<file path="src/sv/p2cmp_pkg.sv">
// Package: shared widths, entry type, op codes and the CORDIC arctangent table.
`default_nettype none
package p2cmp_pkg;

  // Iteration count and angle path width of the CORDIC
  localparam int CORDIC_STEPS = 16;
  localparam int ANGLE_BITS   = 16;

  // Guard bits kept below the Q16.16 point during rotation
  localparam int GUARD    = 16;
  localparam int ATAN_MAX = 24;
  localparam int ITERS    = (CORDIC_STEPS < ATAN_MAX) ? CORDIC_STEPS : ATAN_MAX;
  localparam int CNT_W    = $clog2(ITERS);

  // 1/K in Q30, floored down to GUARD fraction bits after the multiply
  localparam logic [30:0] INV_GAIN_Q30 = 31'd652032874;
  localparam int PRE_SHIFT = 30 - GUARD;
  localparam int PRE_W     = 32 + GUARD;

  // Rotation datapath: prescaled vector plus growth from the CORDIC gain
  localparam int VEC_W = PRE_W + 2;
  // Angle path: two bits over ANGLE_BITS for the residual
  localparam int ANG_W = ANGLE_BITS + 2;
  // Rounded delta and the widened position sum
  localparam int DEL_W = VEC_W - GUARD;
  localparam int SUM_W = DEL_W + 2;

  // Op codes
  localparam logic OP_STEP = 1'b0;
  localparam logic OP_LOAD = 1'b1;

  // One request as queued between front and back
  typedef struct packed {
    logic                    op;
    logic signed [PRE_W-1:0] a;     // prescaled step x, or load x
    logic signed [PRE_W-1:0] b;     // prescaled step y, or load y
    logic [15:0]             turn;  // turn, or load heading
  } entry_t;

  // arctan(2^-i) in turns, Q32, cut to ANGLE_BITS
  function automatic logic [ANGLE_BITS-1:0] atan_angle(input logic [4:0] idx);
    logic [31:0] t;
    case (idx)
      5'd0:    t = 32'd536870912;
      5'd1:    t = 32'd316933405;
      5'd2:    t = 32'd167458907;
      5'd3:    t = 32'd85004756;
      5'd4:    t = 32'd42667331;
      5'd5:    t = 32'd21354465;
      5'd6:    t = 32'd10679838;
      5'd7:    t = 32'd5340245;
      5'd8:    t = 32'd2670163;
      5'd9:    t = 32'd1335087;
      5'd10:   t = 32'd667544;
      5'd11:   t = 32'd333772;
      5'd12:   t = 32'd166886;
      5'd13:   t = 32'd83443;
      5'd14:   t = 32'd41721;
      5'd15:   t = 32'd20860;
      5'd16:   t = 32'd10430;
      5'd17:   t = 32'd5215;
      5'd18:   t = 32'd2607;
      5'd19:   t = 32'd1303;
      5'd20:   t = 32'd651;
      5'd21:   t = 32'd325;
      5'd22:   t = 32'd162;
      5'd23:   t = 32'd81;
      default: t = 32'd0;
    endcase
    return t[31 -: ANGLE_BITS];
  endfunction

endpackage
`default_nettype wire

</file>
<file path="src/sv/p2cmp_front.sv">
// Front end: takes requests, classifies them and prescales step vectors by 1/K.
`default_nettype none
module p2cmp_front (
  input  wire logic                clk,
  input  wire logic                rst,
  input  wire logic                in_valid,
  output logic                     in_ready,
  input  wire logic                cmd,
  input  wire logic signed [31:0]  step_x,
  input  wire logic signed [31:0]  step_y,
  input  wire logic signed [15:0]  step_turn,
  output logic                     push,
  input  wire logic                full,
  output p2cmp_pkg::entry_t        push_entry
);

  logic               fvalid;
  logic               fop;
  logic signed [31:0] fsx;
  logic signed [31:0] fsy;
  logic [15:0]        fturn;

  logic signed [62:0] prod_x;
  logic signed [62:0] prod_y;

  assign push     = fvalid && !full;
  assign in_ready = !fvalid || push;

  // Input register
  always_ff @(posedge clk) begin
    if (rst) begin
      fvalid <= 1'b0;
    end else if (in_ready) begin
      fvalid <= in_valid;
    end
    if (in_ready && in_valid) begin
      fop   <= cmd ? p2cmp_pkg::OP_LOAD : p2cmp_pkg::OP_STEP;
      fsx   <= step_x;
      fsy   <= step_y;
      fturn <= step_turn;
    end
  end

  // Prescale by the inverse CORDIC gain, floored to guard bits
  always_comb begin
    prod_x = fsx * $signed({1'b0, p2cmp_pkg::INV_GAIN_Q30});
    prod_y = fsy * $signed({1'b0, p2cmp_pkg::INV_GAIN_Q30});
    push_entry.op   = fop;
    push_entry.turn = fturn;
    if (fop == p2cmp_pkg::OP_LOAD) begin
      push_entry.a = p2cmp_pkg::PRE_W'(fsx);
      push_entry.b = p2cmp_pkg::PRE_W'(fsy);
    end else begin
      push_entry.a = prod_x[p2cmp_pkg::PRE_SHIFT + p2cmp_pkg::PRE_W - 1 : p2cmp_pkg::PRE_SHIFT];
      push_entry.b = prod_y[p2cmp_pkg::PRE_SHIFT + p2cmp_pkg::PRE_W - 1 : p2cmp_pkg::PRE_SHIFT];
    end
  end

endmodule
`default_nettype wire

</file>
<file path="src/sv/p2cmp_queue.sv">
// Two-entry request queue between front and back.
`default_nettype none
module p2cmp_queue (
  input  wire logic              clk,
  input  wire logic              rst,
  input  wire logic              push,
  input  wire p2cmp_pkg::entry_t push_entry,
  output logic                   full,
  input  wire logic              pop,
  output logic                   empty,
  output p2cmp_pkg::entry_t      pop_entry
);

  p2cmp_pkg::entry_t mem [2];
  logic              wr_ptr;
  logic              rd_ptr;
  logic [1:0]        count;

  assign full      = (count == 2'd2);
  assign empty     = (count == 2'd0);
  assign pop_entry = mem[rd_ptr];

  // Storage
  always_ff @(posedge clk) begin
    if (push) begin
      mem[wr_ptr] <= push_entry;
    end
  end

  // Pointers and fill count
  always_ff @(posedge clk) begin
    if (rst) begin
      wr_ptr <= 1'b0;
      rd_ptr <= 1'b0;
      count  <= 2'd0;
    end else begin
      if (push) wr_ptr <= !wr_ptr;
      if (pop)  rd_ptr <= !rd_ptr;
      count <= count + 2'(push) - 2'(pop);
    end
  end

endmodule
`default_nettype wire

</file>
<file path="src/sv/p2cmp_back.sv">
// Back end: pose state, iterative CORDIC rotation, saturating update, output register.
`default_nettype none
module p2cmp_back (
  input  wire logic              clk,
  input  wire logic              rst,
  input  wire logic              empty,
  input  wire p2cmp_pkg::entry_t pop_entry,
  output logic                   pop,
  output logic                   out_valid,
  input  wire logic              out_ready,
  output logic signed [31:0]     out_x,
  output logic signed [31:0]     out_y,
  output logic signed [15:0]     out_heading,
  output logic                   saturated
);

  localparam int XW = p2cmp_pkg::VEC_W;
  localparam int ZW = p2cmp_pkg::ANG_W;
  localparam int AB = p2cmp_pkg::ANGLE_BITS;
  localparam int SW = p2cmp_pkg::SUM_W;
  localparam int DW = p2cmp_pkg::DEL_W;
  localparam int CW = p2cmp_pkg::CNT_W;
  localparam int SHL = (AB >= 16) ? AB - 16 : 0;
  localparam int SHR = (AB < 16) ? 16 - AB : 0;

  localparam logic signed [ZW-1:0] QUARTER = ZW'(1) << (AB - 2);
  localparam logic signed [ZW-1:0] HALF    = ZW'(1) << (AB - 1);
  localparam logic signed [XW-1:0] RND     = XW'(1) << (p2cmp_pkg::GUARD - 1);
  localparam logic signed [SW-1:0] POS_MAX = SW'(32'sh7FFFFFFF);
  localparam logic signed [SW-1:0] NEG_MIN = -POS_MAX - SW'(1);
  localparam logic [CW-1:0]        CNT_LAST = CW'(p2cmp_pkg::ITERS - 1);

  localparam logic [1:0] S_IDLE = 2'd0;
  localparam logic [1:0] S_ROT  = 2'd1;
  localparam logic [1:0] S_DONE = 2'd2;

  logic [1:0]               state;
  logic [1:0]               state_next;

  // Pose
  logic signed [31:0]       pose_x;
  logic signed [31:0]       pose_y;
  logic [15:0]              heading;

  // Request in flight
  logic                     op;
  logic [15:0]              turn;
  logic signed [31:0]       load_x;
  logic signed [31:0]       load_y;
  logic signed [XW-1:0]     x;
  logic signed [XW-1:0]     y;
  logic signed [ZW-1:0]     z;
  logic [CW-1:0]            cnt;

  logic signed [25:0]       h_ext;
  logic signed [25:0]       h_scaled;
  logic signed [ZW-1:0]     z_in;
  logic signed [ZW-1:0]     z0;
  logic                     flip;
  logic signed [XW-1:0]     xa;
  logic signed [XW-1:0]     yb;
  logic signed [XW-1:0]     xs;
  logic signed [XW-1:0]     ys;
  logic signed [ZW-1:0]     a_step;
  logic signed [XW-1:0]     x_rnd;
  logic signed [XW-1:0]     y_rnd;
  logic signed [DW-1:0]     dx;
  logic signed [DW-1:0]     dy;
  logic signed [SW-1:0]     sum_x;
  logic signed [SW-1:0]     sum_y;
  logic signed [31:0]       new_x;
  logic signed [31:0]       new_y;
  logic                     sat_x;
  logic                     sat_y;
  logic                     out_free;
  logic                     finish;

  assign out_free = !out_valid || out_ready;
  assign pop      = (state == S_IDLE) && !empty;
  assign finish   = (state == S_DONE) && out_free;

  // Heading to angle path, then fold into the right half plane
  always_comb begin
    h_ext    = 26'(signed'(heading));
    h_scaled = (h_ext <<< SHL) >>> SHR;
    z_in     = h_scaled[ZW-1:0];
    xa       = XW'(pop_entry.a);
    yb       = XW'(pop_entry.b);
    flip     = (z_in > QUARTER) || (z_in < -QUARTER);
    if (z_in > QUARTER) begin
      z0 = z_in - HALF;
    end else if (z_in < -QUARTER) begin
      z0 = z_in + HALF;
    end else begin
      z0 = z_in;
    end
  end

  // One CORDIC micro-rotation
  always_comb begin
    xs     = x >>> cnt;
    ys     = y >>> cnt;
    a_step = ZW'(p2cmp_pkg::atan_angle(5'(cnt)));
  end

  // Round back to Q16.16 and add with clipping
  always_comb begin
    x_rnd = x + RND;
    y_rnd = y + RND;
    dx    = x_rnd[XW-1:p2cmp_pkg::GUARD];
    dy    = y_rnd[XW-1:p2cmp_pkg::GUARD];
    sum_x = SW'(pose_x) + SW'(dx);
    sum_y = SW'(pose_y) + SW'(dy);
    sat_x = (sum_x > POS_MAX) || (sum_x < NEG_MIN);
    sat_y = (sum_y > POS_MAX) || (sum_y < NEG_MIN);
    if (sum_x > POS_MAX)      new_x = 32'sh7FFFFFFF;
    else if (sum_x < NEG_MIN) new_x = 32'sh80000000;
    else                      new_x = sum_x[31:0];
    if (sum_y > POS_MAX)      new_y = 32'sh7FFFFFFF;
    else if (sum_y < NEG_MIN) new_y = 32'sh80000000;
    else                      new_y = sum_y[31:0];
  end

  // Sequencer
  always_comb begin
    state_next = state;
    case (state)
      S_IDLE: begin
        if (!empty) begin
          state_next = (pop_entry.op == p2cmp_pkg::OP_LOAD) ? S_DONE : S_ROT;
        end
      end
      S_ROT: begin
        if (cnt == CNT_LAST) state_next = S_DONE;
      end
      S_DONE: begin
        if (out_free) state_next = S_IDLE;
      end
      default: state_next = S_IDLE;
    endcase
  end

  always_ff @(posedge clk) begin
    if (rst) begin
      state <= S_IDLE;
    end else begin
      state <= state_next;
    end
  end

  // Datapath registers
  always_ff @(posedge clk) begin
    if (pop) begin
      op     <= pop_entry.op;
      turn   <= pop_entry.turn;
      load_x <= pop_entry.a[31:0];
      load_y <= pop_entry.b[31:0];
      x      <= flip ? -xa : xa;
      y      <= flip ? -yb : yb;
      z      <= z0;
      cnt    <= '0;
    end else if (state == S_ROT) begin
      if (!z[ZW-1]) begin
        x <= x - ys;
        y <= y + xs;
        z <= z - a_step;
      end else begin
        x <= x + ys;
        y <= y - xs;
        z <= z + a_step;
      end
      cnt <= cnt + CW'(1);
    end
  end

  // Pose state
  always_ff @(posedge clk) begin
    if (rst) begin
      pose_x  <= '0;
      pose_y  <= '0;
      heading <= '0;
    end else if (finish) begin
      if (op == p2cmp_pkg::OP_LOAD) begin
        pose_x  <= load_x;
        pose_y  <= load_y;
        heading <= turn;
      end else begin
        pose_x  <= new_x;
        pose_y  <= new_y;
        heading <= heading + turn;
      end
    end
  end

  // Output register
  always_ff @(posedge clk) begin
    if (rst) begin
      out_valid <= 1'b0;
    end else if (finish) begin
      out_valid <= 1'b1;
    end else if (out_ready) begin
      out_valid <= 1'b0;
    end
    if (finish) begin
      if (op == p2cmp_pkg::OP_LOAD) begin
        out_x       <= load_x;
        out_y       <= load_y;
        out_heading <= turn;
        saturated   <= 1'b0;
      end else begin
        out_x       <= new_x;
        out_y       <= new_y;
        out_heading <= heading + turn;
        saturated   <= sat_x || sat_y;
      end
    end
  end

`ifndef SYNTHESIS
  a_pop_idle: assert property (@(posedge clk) disable iff (rst)
    pop |=> (state == S_ROT || state == S_DONE))
    else $error("queue popped outside idle");
  a_load_nosat: assert property (@(posedge clk) disable iff (rst)
    (finish && op == p2cmp_pkg::OP_LOAD) |=> (out_valid && !saturated))
    else $error("load request flagged saturation");
  a_finish_out: assert property (@(posedge clk) disable iff (rst)
    finish |=> (out_valid && state == S_IDLE))
    else $error("finished request did not reach output register");
  a_rot_len: assert property (@(posedge clk) disable iff (rst)
    (state == S_ROT && cnt != CNT_LAST) |=> state == S_ROT)
    else $error("rotation ended early");
`endif

endmodule
`default_nettype wire

</file>
<file path="src/sv/pose2d_compose_accumulate_core.sv">
// Top level: planar pose accumulator, front end, request queue and CORDIC back end.
// Usage:
//   Input channel (in_valid/in_ready) carries one request: cmd 0 composes a
//   step (step_x forward, step_y sideways, Q16.16; step_turn binary angle)
//   onto the held pose, cmd 1 loads the pose from the same fields.
//   Output channel (out_valid/out_ready) returns the updated pose for every
//   request: out_x, out_y (Q16.16, clipped), out_heading (wraps), and
//   saturated when x or y was clipped on that request.
//   The back end works on one request at a time: a compose takes a setup
//   step, 16 CORDIC iterations on one shared shift-add unit and an update
//   step that waits for a free output register, a load setup and update
//   only; it pops the next request after the update, so that loop sets the rate.
//   The front register and a two-entry queue keep taking requests while the
//   back end works or a result waits in the output register; when the
//   receiver holds out_ready low the result stays put and in_ready drops
//   once queue and front register are full.
//   Reset (rst, synchronous) clears the pose to zero and empties the queue.
`default_nettype none
module pose2d_compose_accumulate_core (
  input  wire logic               clk,
  input  wire logic               rst,
  input  wire logic               in_valid,
  output logic                    in_ready,
  input  wire logic               cmd,
  input  wire logic signed [31:0] step_x,
  input  wire logic signed [31:0] step_y,
  input  wire logic signed [15:0] step_turn,
  output logic                    out_valid,
  input  wire logic               out_ready,
  output logic signed [31:0]      out_x,
  output logic signed [31:0]      out_y,
  output logic signed [15:0]      out_heading,
  output logic                    saturated
);

  logic              push;
  logic              full;
  logic              pop;
  logic              empty;
  p2cmp_pkg::entry_t push_entry;
  p2cmp_pkg::entry_t pop_entry;

  p2cmp_front u_front (
    .clk        (clk),
    .rst        (rst),
    .in_valid   (in_valid),
    .in_ready   (in_ready),
    .cmd        (cmd),
    .step_x     (step_x),
    .step_y     (step_y),
    .step_turn  (step_turn),
    .push       (push),
    .full       (full),
    .push_entry (push_entry)
  );

  p2cmp_queue u_queue (
    .clk        (clk),
    .rst        (rst),
    .push       (push),
    .push_entry (push_entry),
    .full       (full),
    .pop        (pop),
    .empty      (empty),
    .pop_entry  (pop_entry)
  );

  p2cmp_back u_back (
    .clk         (clk),
    .rst         (rst),
    .empty       (empty),
    .pop_entry   (pop_entry),
    .pop         (pop),
    .out_valid   (out_valid),
    .out_ready   (out_ready),
    .out_x       (out_x),
    .out_y       (out_y),
    .out_heading (out_heading),
    .saturated   (saturated)
  );

endmodule
`default_nettype wire

</file>
<file path="config.mk">
export PLATFORM = sky130hd
export DESIGN_NAME = pose2d_compose_accumulate_core
export DESIGN_NICKNAME = d
export VERILOG_FILES = /design/src/sv/p2cmp_pkg.sv /design/src/sv/p2cmp_front.sv /design/src/sv/p2cmp_queue.sv /design/src/sv/p2cmp_back.sv /design/src/sv/pose2d_compose_accumulate_core.sv
export SDC_FILE = /design/constraint.sdc
export NUM_CORES = 2
export LEC_CHECK = 0
export ABC_AREA = 1
export BUFFER_PORTS_ARGS = -buffer_cell sky130_fd_sc_hd__buf_2
export CORE_ASPECT_RATIO = 1.4
export CORE_MARGIN = 1.5
export CORE_UTILIZATION = 39
export DETAILED_ROUTE_END_ITERATION = 6
export MAX_ROUTING_LAYER = met4
export PLACE_DENSITY_LB_ADDON = 0.25
export SYNTH_ARGS = -nofsm -noshare
export SYNTH_HDL_FRONTEND = slang
export SYNTH_SLANG_ARGS = --single-unit
</file>
<file path="constraint.sdc">
create_clock -name clk -period 18.2 [get_ports clk]
set_input_delay 0 -clock clk [delete_from_list [all_inputs] [get_ports clk]]
set_output_delay 0 -clock clk [all_outputs]
set_load 0.01 [all_outputs]
</file>
# After elaboration in Yosys (flattened, before gate mapping)

Memory sizes are Yosys's and may differ from the RTL's. A register that Yosys moved wholly into a read port is not among the register bits.
Index checks and enable logic that the tools add are counted.
W data, S select, Z words.

Output and inout port bits: 83
Word-level logic and storage cells: 118
Memories: 2
ROM bits: 480
RAM bits: 226
Input port bits: 85
Flip-flop bits (word level): 453

Equal/unequal tests: 7
Shift-type cells: 2
Add/subtract/negate cells: 18
$lt $le $gt $ge: 6
Multipliers: 2
Reduce and logical (&&, ||, !) cells: 21
Muxes and demuxes: 35

Memory list:

| name            | depth | bits a word | rd ports | clocked after memory_dff | wr ports | RTL line          | RTL |
|---|---|---|---|---|---|---|---|
| (no name shown) | 16    | 30          | 1        | 1                        | 0        | p2cmp_pkg.sv:43   | `case (idx)` |
| u_queue.mem     | 2     | 113         | 1        | 1                        | 1        | p2cmp_queue.sv:14 | `p2cmp_pkg::entry_t mem [2];` |

Operator list:

| cell                     | count |
|---|---|
| $mux W50                 | 8 |
| $mux W32                 | 6 |
| $mul A32 B30 Y61 const B | 2 |
| $add A50 B17 Y50 const B | 2 |
| $add A50 B50 Y50         | 2 |
| $neg A48 Y50             | 2 |
| $sshr A50 B4 Y50         | 2 |
| $sub A50 B50 Y50         | 2 |
| $mux W96                 | 1 |
| $mux W18                 | 5 |
| $gt A36 B32 Y1 const B   | 2 |
| $lt A36 B32 Y1 const B   | 2 |
| $add A32 B34 Y35         | 2 |
| $add A16 B17 Y18 const B | 1 |
| $add A18 B17 Y18         | 1 |
| $sub A16 B17 Y18 const B | 1 |
| $sub A18 B17 Y18         | 1 |
| $add A16 B16 Y16         | 1 |
| $gt A16 B16 Y1 const B   | 1 |
| $lt A16 B15 Y1 const B   | 1 |
| $mux W16                 | 1 |
| $mux W2                  | 4 |
| $mux W4                  | 2 |
| $mux W1                  | 7 |
| other kinds (15)         | 32 |

# Depth between registers and ports, before layout

Word-level depth: 6
Depth in mapped cells: 34
Mapped depth without buffers: 33

# Hierarchy

From an unflattened synthesis, not the netlist that was laid out.

Cells, all modules: 11973
Area, all modules: 92829.0 um^2

By module, submodules not included:

| module      | area an instance (um^2) | cells an instance | instances |
|---|---|---|---|
| p2cmp_front | 45776.4                 | 5642              | 1 |
| p2cmp_back  | 38381.8                 | 5948              | 1 |
| p2cmp_queue | 8670.8                  | 383               | 1 |

# Least setup slack after synthesis

OpenSTA, ideal clock, no wires.

Path type: register to register
Start: register u_front.fsy[31]
End: memory u_queue.mem[0][56] (netlist bit), data pin
Period minus slack after synthesis: 7084 ps
Arrival time: 6815 ps
Slack: 11116 ps
Path buffers: 1
Library setup time: 269 ps
Stages on the path, launching flop included: 21
Path through: edfxtp_1 buf_1 inv_1 o21ai_0 fa_1 fa_1 fa_1 fa_1 inv_1 fa_1 inv_1 ha_1 a21oi_1 inv_1 a31oi_1 o21ai_0 a221oi_1 o211ai_1 or2_2 nand3_1 nand2_1

RTL lines:

| item                   | RTL line          | RTL |
|---|---|---|
| start, declared        | p2cmp_front.sv:20 | `logic signed [31:0] fsy;` |
| start signal, assigned | p2cmp_front.sv:39 | `fsy <= step_y;` |
| end, declared          | p2cmp_queue.sv:14 |  |

==> run_results.csv <==
group,metric,value,unit
global_route,antenna_found_initial,10,
worst_setup_path,critPathCaptureType,"flip-flop",
cells_and_area,largest_reg_flops,226,
routing,drt_iter0_markers,6079,
sta,setup_ws,9.78,ns
worst_hold_path,hold_path.class,"primary input to flip-flop",
routing,drt-total-wl,337,mm
synth,synthCells,11700,
clock_network,cts_max_path_buffers,3,
cells_and_area,drive_above_1_share,5.64,%
placed_design,pre_cts_slack,9.77,ns
placed_design,place_area,95100,um2
cells_and_area,top_regs,"u_queue.mem (226), u_back.x (50), u_back.y (50)",
floorplan,die_w,412,um
synth,synth_common_cells,"inv_1, nand2_1, ha_1",
synth,synth_async_sr_flop_share,0,%
sta,period_needed,8.42,ns
synth,syn_area_per_cell,7.81,um2
routing,viasPerCell,5.24,
routing,ant_nets,0,
worst_setup_path,reg2reg_to,"u_queue.mem[0][93]$_DFFE_PP_",
worst_setup_path,crit_end,"u_queue.mem[0][93]$_DFFE_PP_",
sta,slew_violations,0,
clock_network,cts_tree,"yes",
floorplan,boundaryPins,168,
worst_setup_path,r2r_cells,24,
sta,fmax,119,MHz
worst_setup_path,worstPathArrival,8.87,ns
synth,seq_area_frac_synth,21.7,%
cells_and_area,regMostFlops,"u_queue.mem",
sta,rsz0062_at_grt,"no",
floorplan,initial_utilization,39.3,%
outcome,status,"complete, but fails checks",
routing,drt_first_pass_iters,7,
placed_design,hpwl,284,mm
sta,hold_viol_final,0,
sta,fin_crit_sh,46.3,%
worst_setup_path,slowest_delay,0.75,ns
global_route,grt.total_usage,28.9,%
clock_network,clk_pin_slew,0.06,ns
synth,synth_largest_area_cell,"edfxtp_1",
sta,fin_setup_tns,0,ns
routing,vias,78700,
global_route,grt_pass1_wl,500,mm
placed_design,routabilityCongestion,1.00,
synth,synth_cell_type_count,71,
worst_setup_path,regToRegSetupSlack,9.78,ns
cells_and_area,areaGrowthSynthToFinish,8.96,%
outcome,violations,"DRC",
worst_setup_path,critPathLaunchType,"flip-flop",
cells_and_area,fillers,23600,
synth,synth_seq_cells,694,
cells_and_area,multi_input_area,61700,um2
cells_and_area,seq_area,19800,um2
synth,yosysTopAreaCellShare,19.3,%
worst_hold_path,worstHoldPathCells,2,
worst_setup_path,cp-startpoint,"u_front.fsx[10]$_DFFE_PP_",
placed_design,io_buffer_count,167,
sta,max_slew.worst_pin.slew,1.21,ns
worst_setup_path,timing.critical_path.mode_cell,"fa_1",
synth,syn_area,91300,um2
clock_network,insertion_delay,0.72,ns
floorplan,fp-row-count,209,
floorplan,core_area,232000,um2
clock_network,clock-sinks,694,
global_route,grt_remaining_overflow,0,
sta,finalSetupViolCount,0,
synth,syn-num-nets,13500,
worst_setup_path,cpMaxStageDelayCell,"edfxtp_1",
routing,drc_errors,23,
worst_setup_path,cp.required,18.65,ns
global_route,first_global_vias,79400,
floorplan,die_h,575,um
clock_network,cts_buffers,82,
routing,wl_per_cell,22.5,um
clock_network,cts-htree-levels,3,
clock_network,post_cts_buffers,0,
cells_and_area,finalNetCount,13700,
worst_setup_path,r2r-start,"u_front.fsx[10]$_DFFE_PP_",
synth,yosysMostFrequentCell,"inv_1",
global_route,grt_max_degree,100,
floorplan,die_area,237000,um2
job,maxCapViolCount,0,
worst_setup_path,worst-setup-path-type,"flip-flop to flip-flop",
clock_network,cts_root_buf,"clkbuf_16",
worst_setup_path,cp_max_fo,9,
synth,synth_ff_type,"edfxtp_1",
synth,synthTopCellsByArea,"edfxtp_1, fa_1, ha_1",
worst_hold_path,hold_start,"step_y[17]",
sta,max-slew-margin-rel,18.2,%
synth,yosys_warnings,0,
cells_and_area,stdcell_area,99400,um2
synth,synth_edf_count,587,
sta,fin_skew,0.0392,ns
worst_setup_path,path_cells,"ha_1, xor2_1, a22o_1, xnor2_1, ha_1, a21oi_1, fa_1, inv_1, fa_1, fa_1, fa_1, inv_1, fa_1, inv_1, ha_1, a21o_1, a21oi_1, o21ai_0, a21oi_1, nand2_1, a21boi_0, o21ai_0, xnor2_1, o21ai_0",
per-layer routing:
metal / GRT usage, % / wire length (um) / share of wire (%)
met4: 12.2 / 16600 / 4.9
met3: 2.32 / 14100 / 4.2
met2: 49.7 / 168000 / 50
met5: - / 0 / 0
met1: 34.7 / 138000 / 41
worst min path at each step:
stage | end | slack [ns]
after floorplan | u_front.fop$_DFFE_PP_ | 0.1
after global placement | u_front.fsy[23]$_DFFE_PP_ | 0.18
after detailed placement | u_front.fsy[23]$_DFFE_PP_ | 0.18
after CTS | u_front.fturn[14]$_DFFE_PP_ | 0.002
after global routing | u_front.fturn[14]$_DFFE_PP_ | 0.05
final | u_front.fsy[17]$_DFFE_PP_ | 0.05
timing repair:
item / 4_1_cts / 5_1_grt
gates resized for setup: 0 / 0
hold endpoints to repair: 102 / 0
hold buffers: 151 / 0
through the flow:
stage / cells / hold slack [ns] / utilization [%]
4_1_cts: 15000 / 0.00234 / 42.9
2_1_floorplan: 11700 / 0.0989 / -
5_1_grt: 15000 / 0.0499 / 42.9
6_report: 15000 / 0.0460 / 42.9
3_3_place_gp: 14700 / 0.176 / 41.0
3_5_place_dp: 14700 / 0.178 / 41.0
cells by family (layout without fill, tap and decap cells):
| kind of cell | count (synthesis) | in the layout | synth area share [%] |
|---|---|---|---|
| buf+inv | 2541 | 2804 | 10.8 |
| other cells | 0 | 5 | 0 |
| xor+xnor | 470 | 470 | 4.51 |
| compound gates | 1717 | 1717 | 10.4 |
| mux | 4 | 4 | 0.0439 |
| simple gates | 4466 | 4466 | 21.0 |
| flops | 694 | 694 | 21.7 |
| fa+ha+maj | 1785 | 1785 | 31.5 |
critical path: cells and delay by family (launching register included):
| kind | cells | cell delay [ns] |
|---|---|---|
| buffers and inverters | 3 | 0.23 |
| AO/OA/AOI/OAI | 9 | 2.53 |
| flip-flops | 1 | 0.75 |
| XOR/XNOR | 3 | 0.66 |
| AND/OR/NAND/NOR | 1 | 0.22 |
| adder cells (fa/ha/maj) | 8 | 3.73 |
placed cells by master (no fill, tap or decap), types with 19 or more instances in the layout:
cell type / Yosys / layout
xor2_1: 336 / 336
a31oi_1: 56 / 56
nand2_2: 18 / 19
xnor2_1: 134 / 134
ha_1: 929 / 929
edfxtp_1: 587 / 587
buf_4: 17 / 50
nor2_2: 27 / 27
o21ai_1: 74 / 76
dlygate4sd3_1: 0 / 151
nor2_1: 820 / 817
fa_1: 856 / 856
buf_2: 56 / 167
o21a_1: 27 / 27
or2_1: 51 / 51
inv_1: 2256 / 2247
a21o_1: 69 / 69
o21bai_1: 58 / 58
nor4_1: 32 / 32
nor3_1: 119 / 119
o21ai_2: 31 / 31
nand2_1: 2234 / 2230
dfxtp_1: 107 / 102
nand3_1: 865 / 865
or2_2: 166 / 166
o21ai_0: 578 / 576
nand4_1: 70 / 70
a21boi_0: 24 / 24
inv_2: 25 / 31
a21oi_1: 702 / 700
o22ai_1: 19 / 19
clkbuf_16: 0 / 82
final cells by class:
type                    count  area share (%)
clock buffers              95            2.13
inverters                2287            8.66
multi-input cells        8442            62.0
repair buffers            368            2.74
flip-flops and latches    694            19.9
clock inverters            54           0.662
diodes                      5          0.0126
well taps                3059            3.85
Power is not shown: default switching activity piles up to over one toggle a cycle in this logic, so the estimate is an artifact.
